==> config.mk <==
export PLATFORM = sky130hd
export DESIGN_NAME = joystick_axis_conditioner_top
export DESIGN_NICKNAME = d
export VERILOG_FILES = /design/src/jac_pkg.sv /design/src/joystick_axis_conditioner_top.sv /design/src/jac_mul.sv
export SDC_FILE = /design/constraint.sdc
export NUM_CORES = 2
export LEC_CHECK = 0
export BUFFER_PORTS_ARGS = -buffer_cell sky130_fd_sc_hd__buf_2
export CORE_UTILIZATION = 35
export DETAILED_ROUTE_END_ITERATION = 7
export GPL_ROUTABILITY_DRIVEN = 0
export PLACE_DENSITY_LB_ADDON = 0.3
export SLEW_MARGIN = 15
export SYNTH_ARGS = -nofsm -noshare
export SYNTH_HDL_FRONTEND = slang
export SYNTH_SLANG_ARGS = --single-unit
==> constraint.sdc <==
create_clock -name clk -period 8.95 [get_ports clk]
set_input_delay 2.685 -clock clk [delete_from_list [all_inputs] [get_ports clk]]
set_output_delay 2.685 -clock clk [all_outputs]
set_load 0.02 [all_outputs]
==> src/jac_pkg.sv <==
// jac_pkg: shared types and constants of the joystick axis conditioner
// used by jac_mul and joystick_axis_conditioner_top; depends on nothing

package jac_pkg;

  // shared multiplier operand and product widths
  localparam int MUL_A_W  = 34;
  localparam int MUL_B_W  = 18;
  localparam int PROD_W   = MUL_A_W + MUL_B_W;

  // packed threshold and key tables
  localparam int TBL_N    = 4;
  localparam int TBL_IW   = 2;
  localparam int THR_W    = 16;
  localparam int KEY_W    = 9;

  // register file
  localparam int CFG_DW   = 64;
  localparam int CFG_AW   = 6;

  localparam logic [15:0] PRE_GAIN_RST = 16'd41;
  localparam logic [15:0] GAIN_RST     = 16'd256;
  localparam logic [15:0] DEADZONE_RST = 16'd500;

  typedef enum logic [2:0] {
    REG_PRE_GAIN   = 3'd0,
    REG_GAIN       = 3'd1,
    REG_DEADZONE   = 3'd2,
    REG_OFFSET     = 3'd3,
    REG_ROUTING    = 3'd4,
    REG_BTN_COUNT  = 3'd5,
    REG_THRESHOLDS = 3'd6,
    REG_KEYS       = 3'd7
  } reg_idx_t;

  typedef enum logic [1:0] {
    MODE_NONE = 2'd0,
    MODE_POS  = 2'd1,
    MODE_ANG  = 2'd2,
    MODE_BTN  = 2'd3
  } mode_t;

  localparam logic [1:0] EV_POS = 2'd0;
  localparam logic [1:0] EV_ANG = 2'd1;
  localparam logic [1:0] EV_KEY = 2'd2;

  typedef enum logic [6:0] {
    ST_IDLE = 7'b0000001,
    ST_MUL1 = 7'b0000010,
    ST_ADJ  = 7'b0000100,
    ST_MUL2 = 7'b0001000,
    ST_RND  = 7'b0010000,
    ST_SCAN = 7'b0100000,
    ST_EMIT = 7'b1000000
  } state_t;

endpackage

==> src/joystick_axis_conditioner_top.sv <==
// joystick_axis_conditioner_top: axis sample conditioning and event generation
// depends on jac_pkg and jac_mul (one multiplier shared by both gain stages)
//
//  channel  direction  handshake              payload
//  in       sink       in_valid / in_stall    in_axis_sample
//  out      source     out_valid / out_stall  event kind, component, delta, key, flags
//  cfg      apb slave  psel/penable/pwrite    paddr (8-byte stride), pwdata, prdata
//
// a sample passes MUL1, ADJ, MUL2 and RND to the conditioned value: two passes through the
// shared multiplier plus deadzone and rounding steps; event beats then wait on out_stall
// button mode first scans one entry a cycle, plus a closing check when none matches
// in_stall stays high from acceptance until the last event is loaded or no event is due
// the output register holds a beat under out_stall; the next sample may enter meanwhile
// rst_n is synchronous; control and config registers reset and held flags clear

module joystick_axis_conditioner_top
  import jac_pkg::*;
#(
  parameter int BUTTON_SLOTS = 4
)
(
  input  logic                 clk,
  input  logic                 rst_n,
  input  logic                 in_valid,
  output logic                 in_stall,
  input  logic signed [15:0]   in_axis_sample,
  output logic                 out_valid,
  input  logic                 out_stall,
  output logic [1:0]           out_event_kind,
  output logic [1:0]           out_component,
  output logic signed [31:0]   out_delta,
  output logic [KEY_W-1:0]     out_key_code,
  output logic                 out_key_down,
  output logic                 out_last_event,
  input  logic                 psel,
  input  logic                 penable,
  input  logic                 pwrite,
  input  logic [CFG_AW-1:0]    paddr,
  input  logic [CFG_DW-1:0]    pwdata,
  output logic [CFG_DW-1:0]    prdata,
  output logic                 pready
);

  localparam int USE_MAX = (BUTTON_SLOTS < TBL_N) ? BUTTON_SLOTS : TBL_N;

  // configuration registers
  logic [15:0]            pre_gain_r;
  logic [15:0]            gain_r;
  logic [15:0]            deadzone_r;
  logic signed [15:0]     offset_r;
  logic [2:0]             routing_r;
  logic [2:0]             btn_count_r;
  logic [TBL_N*THR_W-1:0] thr_r;
  logic [TBL_N*KEY_W-1:0] keys_r;

  logic     cfg_wr;
  reg_idx_t cfg_idx;

  assign pready  = 1'b1;
  assign cfg_wr  = psel && penable && pwrite;
  assign cfg_idx = reg_idx_t'(paddr[CFG_AW-1:3]);

  always_ff @(posedge clk) begin
    if (!rst_n) begin
      pre_gain_r  <= PRE_GAIN_RST;
      gain_r      <= GAIN_RST;
      deadzone_r  <= DEADZONE_RST;
      offset_r    <= '0;
      routing_r   <= '0;
      btn_count_r <= '0;
      thr_r       <= '0;
      keys_r      <= '0;
    end else if (cfg_wr) begin
      unique case (cfg_idx)
        REG_PRE_GAIN:   pre_gain_r  <= pwdata[15:0];
        REG_GAIN:       gain_r      <= pwdata[15:0];
        REG_DEADZONE:   deadzone_r  <= pwdata[15:0];
        REG_OFFSET:     offset_r    <= pwdata[15:0];
        REG_ROUTING:    routing_r   <= pwdata[2:0];
        REG_BTN_COUNT:  btn_count_r <= pwdata[2:0];
        REG_THRESHOLDS: thr_r       <= pwdata[TBL_N*THR_W-1:0];
        REG_KEYS:       keys_r      <= pwdata[TBL_N*KEY_W-1:0];
        default: ;
      endcase
    end
  end

  always_comb begin
    prdata = '0;
    unique case (cfg_idx)
      REG_PRE_GAIN:   prdata = CFG_DW'(pre_gain_r);
      REG_GAIN:       prdata = CFG_DW'(gain_r);
      REG_DEADZONE:   prdata = CFG_DW'(deadzone_r);
      REG_OFFSET:     prdata = CFG_DW'($unsigned(offset_r));
      REG_ROUTING:    prdata = CFG_DW'(routing_r);
      REG_BTN_COUNT:  prdata = CFG_DW'(btn_count_r);
      REG_THRESHOLDS: prdata = CFG_DW'(thr_r);
      REG_KEYS:       prdata = CFG_DW'(keys_r);
      default:        prdata = '0;
    endcase
  end

  // table views
  logic signed [THR_W-1:0] thr_a  [TBL_N];
  logic [KEY_W-1:0]        keys_a [TBL_N];

  always_comb begin
    for (int i = 0; i < TBL_N; i++) begin
      thr_a[i]  = thr_r[i*THR_W +: THR_W];
      keys_a[i] = keys_r[i*KEY_W +: KEY_W];
    end
  end

  // sequencer and datapath state
  state_t                   state_r, state_nxt;
  logic signed [15:0]       sample_r;
  logic signed [MUL_A_W-1:0] v_r, v_nxt;
  logic signed [31:0]       val_r, val_nxt;
  logic [2:0]               idx_r, idx_nxt;
  logic [BUTTON_SLOTS-1:0]  held_r, held_nxt;
  logic [TBL_N-1:0]         rel_r, rel_nxt;
  logic                     press_pend_r, press_pend_nxt;
  logic [TBL_IW-1:0]        press_idx_r, press_idx_nxt;
  logic                     dlt_pend_r, dlt_pend_nxt;
  logic                     out_valid_r, out_valid_nxt;

  logic                     in_acc;
  logic                     out_free;
  mode_t                    mode;
  logic                     alt;

  assign in_stall = (state_r != ST_IDLE);
  assign in_acc   = in_valid && !in_stall;
  assign out_free = !out_valid_r || !out_stall;
  assign mode     = mode_t'(routing_r[1:0]);
  assign alt      = routing_r[2];

  // shared multiplier
  logic                      mul_en;
  logic signed [MUL_A_W-1:0] mul_a;
  logic signed [MUL_B_W-1:0] mul_b;
  logic signed [PROD_W-1:0]  prod;

  always_comb begin
    mul_en = 1'b0;
    mul_a  = {{(MUL_A_W-16){sample_r[15]}}, sample_r};
    mul_b  = {2'b00, pre_gain_r};
    if (state_r == ST_MUL1) begin
      mul_en = 1'b1;
    end else if (state_r == ST_MUL2) begin
      mul_en = 1'b1;
      mul_a  = v_r;
      mul_b  = {2'b00, gain_r};
    end
  end

  jac_mul u_mul (
    .clk  (clk),
    .en   (mul_en),
    .op_a (mul_a),
    .op_b (mul_b),
    .prod (prod)
  );

  // deadzone and offset on the Q.12 pre-gain product
  logic signed [32:0]        p;
  logic [32:0]               pm;
  logic [32:0]               dz;
  logic signed [MUL_A_W-1:0] off_q;

  assign p     = prod[32:0];
  assign pm    = p[32] ? (33'd0 - $unsigned(p)) : $unsigned(p);
  assign dz    = {5'd0, deadzone_r, 12'd0};
  assign off_q = {{(MUL_A_W-28){offset_r[15]}}, offset_r, 12'd0};

  // round half away from zero: add 2^19, or 2^19-1 for negatives, then floor
  logic [PROD_W-1:0] rnd_add;
  logic [PROD_W-1:0] rnd_sum;

  assign rnd_add = prod[PROD_W-1] ? PROD_W'(20'h7FFFF) : PROD_W'(20'h80000);
  assign rnd_sum = $unsigned(prod) + rnd_add;

  // button scan, one table entry a cycle
  logic [2:0]               cnt_eff;
  logic [TBL_N-1:0]         inuse;
  logic [32:0]              vm;
  logic signed [THR_W-1:0]  t_cur;
  logic [THR_W:0]           tm;
  logic                     hit;
  logic [BUTTON_SLOTS+TBL_N-1:0] held_pad;
  logic [TBL_N-1:0]         held_tbl;

  assign cnt_eff  = (btn_count_r > 3'(USE_MAX)) ? 3'(USE_MAX) : btn_count_r;
  assign vm       = val_r[31] ? (33'd0 - {1'b1, val_r}) : {1'b0, val_r};
  assign t_cur    = thr_a[idx_r[TBL_IW-1:0]];
  assign tm       = t_cur[THR_W-1] ? (17'd0 - {1'b1, t_cur}) : {1'b0, t_cur};
  assign hit      = (val_r[31] == t_cur[THR_W-1]) && (vm >= {16'd0, tm});
  assign held_pad = {{TBL_N{1'b0}}, held_r};
  assign held_tbl = held_pad[TBL_N-1:0];

  always_comb begin
    for (int i = 0; i < TBL_N; i++) begin
      inuse[i] = (3'(i) < cnt_eff);
    end
  end

  // lowest pending release
  logic [TBL_IW-1:0] rel_j;
  logic [TBL_N-1:0]  rel_oh;

  always_comb begin
    rel_j = '0;
    for (int i = TBL_N - 1; i >= 0; i--) begin
      if (rel_r[i]) begin
        rel_j = TBL_IW'(i);
      end
    end
    rel_oh = TBL_N'(1) << rel_j;
  end

  // output beat assembly
  logic              ld;
  logic [1:0]        ld_kind;
  logic [1:0]        ld_comp;
  logic signed [31:0] ld_delta;
  logic [KEY_W-1:0]  ld_key;
  logic              ld_down;
  logic              ld_last;

  // scan finish
  logic                   fin;
  logic                   fin_vld;
  logic [TBL_N-1:0]       fin_oh;
  logic [TBL_N-1:0]       fin_rel;
  logic                   fin_press;
  logic [BUTTON_SLOTS+TBL_N-1:0] rel_pad;
  logic [BUTTON_SLOTS+TBL_N-1:0] prs_pad;

  always_comb begin
    state_nxt      = state_r;
    v_nxt          = v_r;
    val_nxt        = val_r;
    idx_nxt        = idx_r;
    held_nxt       = held_r;
    rel_nxt        = rel_r;
    press_pend_nxt = press_pend_r;
    press_idx_nxt  = press_idx_r;
    dlt_pend_nxt   = dlt_pend_r;
    out_valid_nxt  = out_valid_r && out_stall;
    ld             = 1'b0;
    ld_kind        = EV_KEY;
    ld_comp        = 2'd0;
    ld_delta       = '0;
    ld_key         = '0;
    ld_down        = 1'b0;
    ld_last        = 1'b0;
    fin            = 1'b0;
    fin_vld        = 1'b0;
    fin_oh         = '0;
    fin_rel        = '0;
    fin_press      = 1'b0;
    rel_pad        = '0;
    prs_pad        = '0;

    unique case (state_r)
      ST_IDLE: begin
        if (in_acc) begin
          state_nxt = ST_MUL1;
        end
      end
      ST_MUL1: state_nxt = ST_ADJ;
      ST_ADJ: begin
        v_nxt     = (pm < dz) ? '0 : ({p[32], p} + off_q);
        state_nxt = ST_MUL2;
      end
      ST_MUL2: state_nxt = ST_RND;
      ST_RND: begin
        val_nxt = rnd_sum[PROD_W-1:20];
        idx_nxt = '0;
        unique case (mode)
          MODE_POS, MODE_ANG: begin
            dlt_pend_nxt = (sample_r != 16'sd0);
            state_nxt    = (sample_r != 16'sd0) ? ST_EMIT : ST_IDLE;
          end
          MODE_BTN:  state_nxt = ST_SCAN;
          MODE_NONE: state_nxt = ST_IDLE;
          default:   state_nxt = ST_IDLE;
        endcase
      end
      ST_SCAN: begin
        if (idx_r >= cnt_eff) begin
          fin = 1'b1;
        end else if (hit) begin
          fin     = 1'b1;
          fin_vld = 1'b1;
        end else begin
          idx_nxt = idx_r + 3'd1;
        end
        if (fin) begin
          fin_oh    = fin_vld ? (TBL_N'(1) << idx_r[TBL_IW-1:0]) : '0;
          fin_rel   = held_tbl & inuse & ~fin_oh;
          fin_press = fin_vld && !held_tbl[idx_r[TBL_IW-1:0]];
          rel_pad   = {{BUTTON_SLOTS{1'b0}}, fin_rel};
          prs_pad   = {{BUTTON_SLOTS{1'b0}}, fin_oh};
          held_nxt  = (held_r & ~rel_pad[BUTTON_SLOTS-1:0]) | prs_pad[BUTTON_SLOTS-1:0];
          rel_nxt        = fin_rel;
          press_pend_nxt = fin_press;
          press_idx_nxt  = idx_r[TBL_IW-1:0];
          state_nxt      = ((fin_rel != '0) || fin_press) ? ST_EMIT : ST_IDLE;
        end
      end
      ST_EMIT: begin
        if (out_free) begin
          priority if (dlt_pend_r) begin
            ld           = 1'b1;
            ld_last      = 1'b1;
            dlt_pend_nxt = 1'b0;
            if (mode == MODE_ANG) begin
              ld_kind  = EV_ANG;
              ld_comp  = alt ? 2'd1 : 2'd0;
              ld_delta = (val_r == 32'sh8000_0000) ? 32'sh7FFF_FFFF : -val_r;
            end else begin
              ld_kind  = EV_POS;
              ld_comp  = alt ? 2'd2 : 2'd0;
              ld_delta = val_r;
            end
          end else if (rel_r != '0) begin
            ld      = 1'b1;
            ld_key  = keys_a[rel_j];
            rel_nxt = rel_r & ~rel_oh;
            ld_last = (rel_nxt == '0) && !press_pend_r;
          end else if (press_pend_r) begin
            ld             = 1'b1;
            ld_key         = keys_a[press_idx_r];
            ld_down        = 1'b1;
            ld_last        = 1'b1;
            press_pend_nxt = 1'b0;
          end else begin
            ld_last = 1'b1;
          end
          if (ld) begin
            out_valid_nxt = 1'b1;
          end
          if (ld_last) begin
            state_nxt = ST_IDLE;
          end
        end
      end
      default: state_nxt = ST_IDLE;
    endcase
  end

  always_ff @(posedge clk) begin
    if (!rst_n) begin
      state_r      <= ST_IDLE;
      held_r       <= '0;
      out_valid_r  <= 1'b0;
      dlt_pend_r   <= 1'b0;
      press_pend_r <= 1'b0;
      rel_r        <= '0;
      idx_r        <= '0;
    end else begin
      state_r      <= state_nxt;
      held_r       <= held_nxt;
      out_valid_r  <= out_valid_nxt;
      dlt_pend_r   <= dlt_pend_nxt;
      press_pend_r <= press_pend_nxt;
      rel_r        <= rel_nxt;
      idx_r        <= idx_nxt;
    end
  end

  logic [1:0]         kind_r;
  logic [1:0]         comp_r;
  logic signed [31:0] delta_r;
  logic [KEY_W-1:0]   key_r;
  logic               down_r;
  logic               last_r;

  always_ff @(posedge clk) begin
    if (in_acc) begin
      sample_r <= in_axis_sample;
    end
    v_r         <= v_nxt;
    val_r       <= val_nxt;
    press_idx_r <= press_idx_nxt;
    if (ld) begin
      kind_r  <= ld_kind;
      comp_r  <= ld_comp;
      delta_r <= ld_delta;
      key_r   <= ld_key;
      down_r  <= ld_down;
      last_r  <= ld_last;
    end
  end

  assign out_valid      = out_valid_r;
  assign out_event_kind = kind_r;
  assign out_component  = comp_r;
  assign out_delta      = delta_r;
  assign out_key_code   = key_r;
  assign out_key_down   = down_r;
  assign out_last_event = last_r;

`ifndef ASSERT_OFF
  // held flags only move when a button scan finishes
  a_held_scan: assert property (@(posedge clk) disable iff (!rst_n)
    !$stable(held_r) |-> $past(state_r) == ST_SCAN)
    else $error("held flags changed outside a scan");

  // a press is always the final event of its sample
  a_press_last: assert property (@(posedge clk) disable iff (!rst_n)
    out_valid && out_event_kind == EV_KEY && out_key_down |-> out_last_event)
    else $error("press event not marked last");

  // delta beats stand alone
  a_delta_last: assert property (@(posedge clk) disable iff (!rst_n)
    out_valid && out_event_kind != EV_KEY |-> out_last_event)
    else $error("delta event not marked last");

  // no new sample is taken while events are still being generated
  a_emit_busy: assert property (@(posedge clk) disable iff (!rst_n)
    state_r == ST_EMIT |-> in_stall)
    else $error("input open during event generation");
`endif

endmodule

==> src/jac_mul.sv <==
// jac_mul: shared signed multiplier with a registered product
// depends on jac_pkg for the operand widths

module jac_mul
  import jac_pkg::*;
(
  input  logic                       clk,
  input  logic                       en,
  input  logic signed [MUL_A_W-1:0]  op_a,
  input  logic signed [MUL_B_W-1:0]  op_b,
  output logic signed [PROD_W-1:0]   prod
);

  logic signed [PROD_W-1:0] prod_r;

  always_ff @(posedge clk) begin
    if (en) begin
      prod_r <= op_a * op_b;
    end
  end

  assign prod = prod_r;

endmodule
======== After elaboration in Yosys (flattened, before gate mapping) ========
Index checks and enable logic that the tools add are counted.
word-level totals
  memories kept ........................... 0
  bits in writable memories ............... 0
  flip-flop bits (word level) ............. 373
  ROM bits ................................ 0
  latch bits .............................. 0
  output and inout bits ................... 114
  logic and storage cells ................. 212
  input port bits ......................... 93
operators by class
  shifts and indexed selects .............. 2
  divide/modulo/power cells ............... 0
  reduce and logical (&&, ||, !) cells .... 42
  multiplexer cells ....................... 79
  multipliers ............................. 1
  eq/ne operators ......................... 30
  bitwise gates (word level) .............. 13
  order comparisons ....................... 12
  $add $sub $neg .......................... 7
operators by type and width
  kind                                                                 count
  64-bit one-hot mux with 8 select lines                               1
  34-bit two-way mux                                                   2
  33-bit two-way mux                                                   2
  1-bit by 33-bit subtractor with 33-bit output, first input constant  2
  16-bit two-way mux                                                   4
  32-bit two-way mux                                                   2
  9-bit two-way mux                                                    6
  52-bit by 20-bit adder with 52-bit output                            1
  34-bit by 17-bit multiplier with 51-bit output                       1
  7-bit one-hot mux with 7 select lines                                1
  7-bit two-way mux                                                    6
  9-bit binary-select mux with 2-bit select                            2
  33-bit by 28-bit adder with 34-bit output                            1
  33-bit by 17-bit >= comparator with 1-bit output                     1
  33-bit by 28-bit < comparator with 1-bit output                      1
  16-bit binary-select mux with 2-bit select                           1
  32-bit == test, second input constant                                1
  32-bit negation                                                      1
  1-bit two-way mux                                                    30
  7-bit one-hot mux with 3 select lines                                1
  20-bit two-way mux                                                   1
  4-bit two-way mux                                                    5
  2-bit inequality test, second input constant                         10
  2-bit AND reduction                                                  10
  50 further kinds                                                     93

======== Depth between registers and ports, before layout ========
  word-level depth ........................ 19
  depth in mapped cells ................... 32
  depth with buffers taken out ............ 29

======== Hierarchy ========
From an unflattened synthesis, not the netlist that was laid out.
unflattened totals
  cells, all modules ...................... 4636
  area, all modules ....................... 41841.4 µm²
by module, submodules not included
  module                         instances  seq. area each (µm²)  cells each  area each (µm²)
  jac_mul                        1          1561.5                2499        22890.7
  joystick_axis_conditioner_top  1          7757.4                2137        18950.7

======== Worst setup path before layout ========
No wires, ideal clock.
  path type ............................... register -> register
  start point ............................. register state_r[6]
  end point ............................... register, netlist name u_mul.prod[50]
  setup slack ............................. 0.539 ns
  required time ........................... 8.690 ns
  period minus slack after synthesis ...... 8.411 ns
  path buffers ............................ 3
  arrival time ............................ 8.151 ns
  stages on the path, launching flop included .. 31
  library setup time ...................... 0.260 ns
  path through ............................ dfxtp_1 > nor3_1 > nand4b_1 > clkbuf_1 > buf_1 > clkbuf_1 > mux2i_1 > nor2_1 > fa_1 > inv_1 > fa_1 > fa_1 > inv_1 > fa_1 > fa_1 > inv_1 > fa_1 > inv_1 > ha_1 > a21oi_1 > o221ai_1 > a32oi_1 > nand3_1 > a41oi_1 > nor2_1 > o31ai_1 > o311a_1 > nor2_1 > a221o_1 > a21oi_1 > xnor2_1
on the way
  cells in the longest elaborated chain, start to end .. 4
ends and longest elaborated chain
  element                                                          line                                  text
  start, declared                                                  joystick_axis_conditioner_top.sv:115  state_t state_r, state_nxt;
  start signal, assigned                                           joystick_axis_conditioner_top.sv:363  state_r <= state_nxt;
  7-bit by 4-bit == test with 1-bit output                         joystick_axis_conditioner_top.sv:150  end else if (state_r == ST_MUL2) begin
  34-bit two-way mux / 16-bit two-way mux (equally long branches)  joystick_axis_conditioner_top.sv:150
  34-bit two-way mux / 16-bit two-way mux (equally long branches)  joystick_axis_conditioner_top.sv:148  if (state_r == ST_MUL1) begin
  34-bit by 17-bit multiplier with 51-bit output (*)               jac_mul.sv:18                         prod_r <= op_a * op_b;
Mark *: on every way between the ends. The rest lies on a longest branch, timed or not.
A chain may end at the register's enable or synchronous reset.

======== Final worst setup path ========
  start point ............................. register state_r[6]
  end point ............................... register u_mul.prod_r[49] (netlist: u_mul.prod[49]) (data pin)
on the way
  cells in the longest elaborated chain, start to end .. 4
ends and longest elaborated chain
  element                                                          line                                  text
  7-bit by 4-bit == test with 1-bit output                         joystick_axis_conditioner_top.sv:150
  34-bit two-way mux / 16-bit two-way mux (equally long branches)  joystick_axis_conditioner_top.sv:150
  34-bit two-way mux / 16-bit two-way mux (equally long branches)  joystick_axis_conditioner_top.sv:148
  34-bit by 17-bit multiplier with 51-bit output (*)               jac_mul.sv:18
  end signal, assigned                                             jac_mul.sv:18
  end, declared                                                    jac_mul.sv:14                         logic signed [PROD_W-1:0] prod_r;
Marks and branches as above.

==> metrics.cfg <==
[global_routing]
groute.layer.met3.usage = 0.0231
overflow = 0
track_usage = 0.211
use_met2 = 0.347
antenna_found_initial = 0
use_met1 = 0.292
grt_pass1_vias = 31024
top_usage_layer = met2
grt_pass1_wl_mm = 184
grt_max_degree = 82

[cells_and_area]
area_growth_pct = 11.9
final_cells = 5980
fillers = 11076
antenna_cells = 0
multi_input_area_um2 = 26900
nNetsFinal = 5276
regArea_um2 = 9290
drive_gt1_frac = 0.116

[routing]
drcViolationCount = 0
drt-pass1-iter-count = 5
drt-wirelength-per-cell_um = 19.8
drt_iter0_drc = 2405
vias = 30718
ant_nets = 0
via_per_inst = 5.14
drt-total-wl_mm = 119

[synth]
synth_most_common_cell = nand2_1
synthTopCellsByCount = nand2_1 (803), inv_1 (629), fa_1 (518), nor2_1 (346), ha_1 (206)
synth_cells = 4306
yosysTopAreaCell = fa_1
synth_area_per_cell_um2 = 9.10
async_flop_share = 0
ys_types = 74
ys_seq_area_frac = 0.237
synth_enable_flop_cells = 182
synth_seq_cells = 373
syn-cell-area_um2 = 39200
synthFlopType = dfxtp_1
ys.warnings.count = 0
synth_top_area_frac = 0.265
synthTopCellsByArea = fa_1 (26%), edfxtp_1 (14%), dfxtp_1 (9.8%)

[sta]
period_share = 0.960
rsz0062_at_grt = true
relSlewSlack = 0.245
hold_viol_final = 0
finalMaxSlewViolations = 0
setup_viol = 0
setup_tns_ns = 0
worst_pin_slew_ns = 1.13
fin_skew_ns = 0.0610
hold_ws_ns = 0.465
min_period_ns = 8.59
fmax_ghz = 0.116

[die]
coreArea_um2 = 111000
design.die.area_um2 = 113000
die_y_um = 337
rows = 122
die_w_um = 337
initial_core_util = 0.354
pin_count = 207

[cts]
path_clk_slew_ns = 0.06
cts_sinks = 373
hold_buffers = 0
clock_latency_ns = 0.61
cts_root_buf = clkbuf_16
clockBufferDepth = 3
cts_max_level = 2
numCtsBuffers = 42
cts_tree = built

[setup_path]
cp-end-kind = flip-flop
critPathKind = flip-flop to flip-flop
start_kind = flip-flop
slowest_delay_ns = 0.60
worstPathArrival_ns = 8.93
cp_data_required_time_ns = 9.29
r2r_start = state_r[6]$_SDFFE_PN0P_
rr_worst_depth = 31
crit_start = state_r[6]$_SDFFE_PN0P_
timing.rr.end = u_mul.prod[49]$_DFFE_PP_
cp_max_fo = 36
r2r_setup_slack_ns = 0.36
crit_end = u_mul.prod[49]$_DFFE_PP_
slowest_stage = fa_1

[flow_run]
cap_violations = 0

[power]
finalPower_w = 0.00798
powerDensity_nw_per_um2 = 182
vdd_drop_max_v = 0.000138
leakage_nw = 19.4

[hold_path]
holdPathStages = 2
worstHoldPathType = flip-flop to flip-flop

[placed_design]
dp_hpwl_mm = 94.1
port_buffers = 202
dp.cells = 5901

[run_status]
status = finished, final reports clean

[cell families (layout without fill, tap and decap cells)]
| logic type | Yosys count | after routing | synth area share |
|---|---|---|---|
| AO/OA/AOI/OAI | 627 | 627 | 0.110 |
| XOR/XNOR | 145 | 145 | 0.0324 |
| adder cells (fa/ha/maj) | 724 | 724 | 0.330 |
| buffers and inverters | 842 | 1027 | 0.0810 |
| flip-flops | 373 | 373 | 0.237 |
| multiplexers | 132 | 132 | 0.0489 |
| other | 1 | 2 | 0.0000957 |
| AND/OR/NAND/NOR | 1462 | 1462 | 0.160 |
[flip-flops by register name (all words and copies together), names as in the netlist, 32 cells and up]
name and cells:
val_r 32, thr_r 64, out_delta 32, u_mul.prod 51, keys_r 36, v_r 34
[worst max-delay path, delay by kind of cell, from the launching register on]
kind	cells	cell delay, ns
flip-flops	1	0.37
XOR/XNOR	1	0.09
AO/OA/AOI/OAI	7	1.56
multiplexers	1	0.42
AND/OR/NAND/NOR	6	1.30
adder cells (fa/ha/maj)	7	3.41
buffers and inverters	9	1.17
[layout make-up]
class,count,area share
Inverter,629,0.0538
Sequential cell,373,0.212
Clock inverter,26,0.00759
Tap cell,1488,0.0425
Multi-Input combinational cell,3092,0.613
Clock buffer,51,0.0264
Timing Repair Buffer,321,0.0447
[report_power, final]
part	total, W	switching (W)	internal, W
clock	0.00186	0.000780	0.00108
combinational	0.00401	0.00237	0.00164
sequential	0.00211	0.0000869	0.00203
total	0.00798	0.00323	0.00475
[routing by layer]
layer / up-vias / share of wire
met3: 169 / 0.064
li1: 14196 / -
met5: - / 0
met1: 15276 / 0.44
met4: 0 / 0.033
met2: 1077 / 0.46
[metrics by stage]
step / util / cell area [um^2] / worst slack [ns]
final: 0.396 / 43800 / 0.357
after global routing: 0.396 / 43800 / -0.0200
after CTS: 0.395 / 43800 / 0.0258
after detailed placement: 0.381 / 42300 / -0.139
after global placement: 0.381 / 42300 / -0.0422
after floorplan: - / 39200 / 0.539
[worst min-delay path by stage]
stage	from	end	slack, ns
global route	deadzone_r[12]$_SDFFE_PN0P_	deadzone_r[12]$_SDFFE_PN0P_	0.49
global placement	deadzone_r[13]$_SDFFE_PN0P_	deadzone_r[13]$_SDFFE_PN0P_	0.45
floorplan	deadzone_r[9]$_SDFFE_PN0P_	deadzone_r[9]$_SDFFE_PN0P_	0.44
CTS	deadzone_r[12]$_SDFFE_PN0P_	deadzone_r[12]$_SDFFE_PN0P_	0.47
finish	deadzone_r[12]$_SDFFE_PN0P_	deadzone_r[12]$_SDFFE_PN0P_	0.46
detailed placement	deadzone_r[12]$_SDFFE_PN0P_	deadzone_r[12]$_SDFFE_PN0P_	0.46
[repair_timing]
item                                    4_1_cts  5_1_grt
setup buffers                                 0        2
endpoints found under the setup margin        4        9
gates resized for setup                       1       15
pin swaps                                     0        3
hold endpoints to repair                      0        0
[cells in the final DEF, fill, tap and decap left out, types with 44 or more instances in the layout]
cell type  netlist  layout
mux2i_1         51      46
o21ai_0         84      83
buf_4            1     113
xnor2_1         96      96
mux4_2          44      44
nor2_1         346     344
inv_1          629     629
nand2_1        803     801
a21o_1          58      57
dfxtp_1        191     191
buf_2            2     201
ha_1           206     206
a21oi_1        111     110
a21boi_0       170     170
edfxtp_1       182     182
and2_1          54      52
xor2_1          49      49
fa_1           518     518
(Power assumes the default switching activity.)
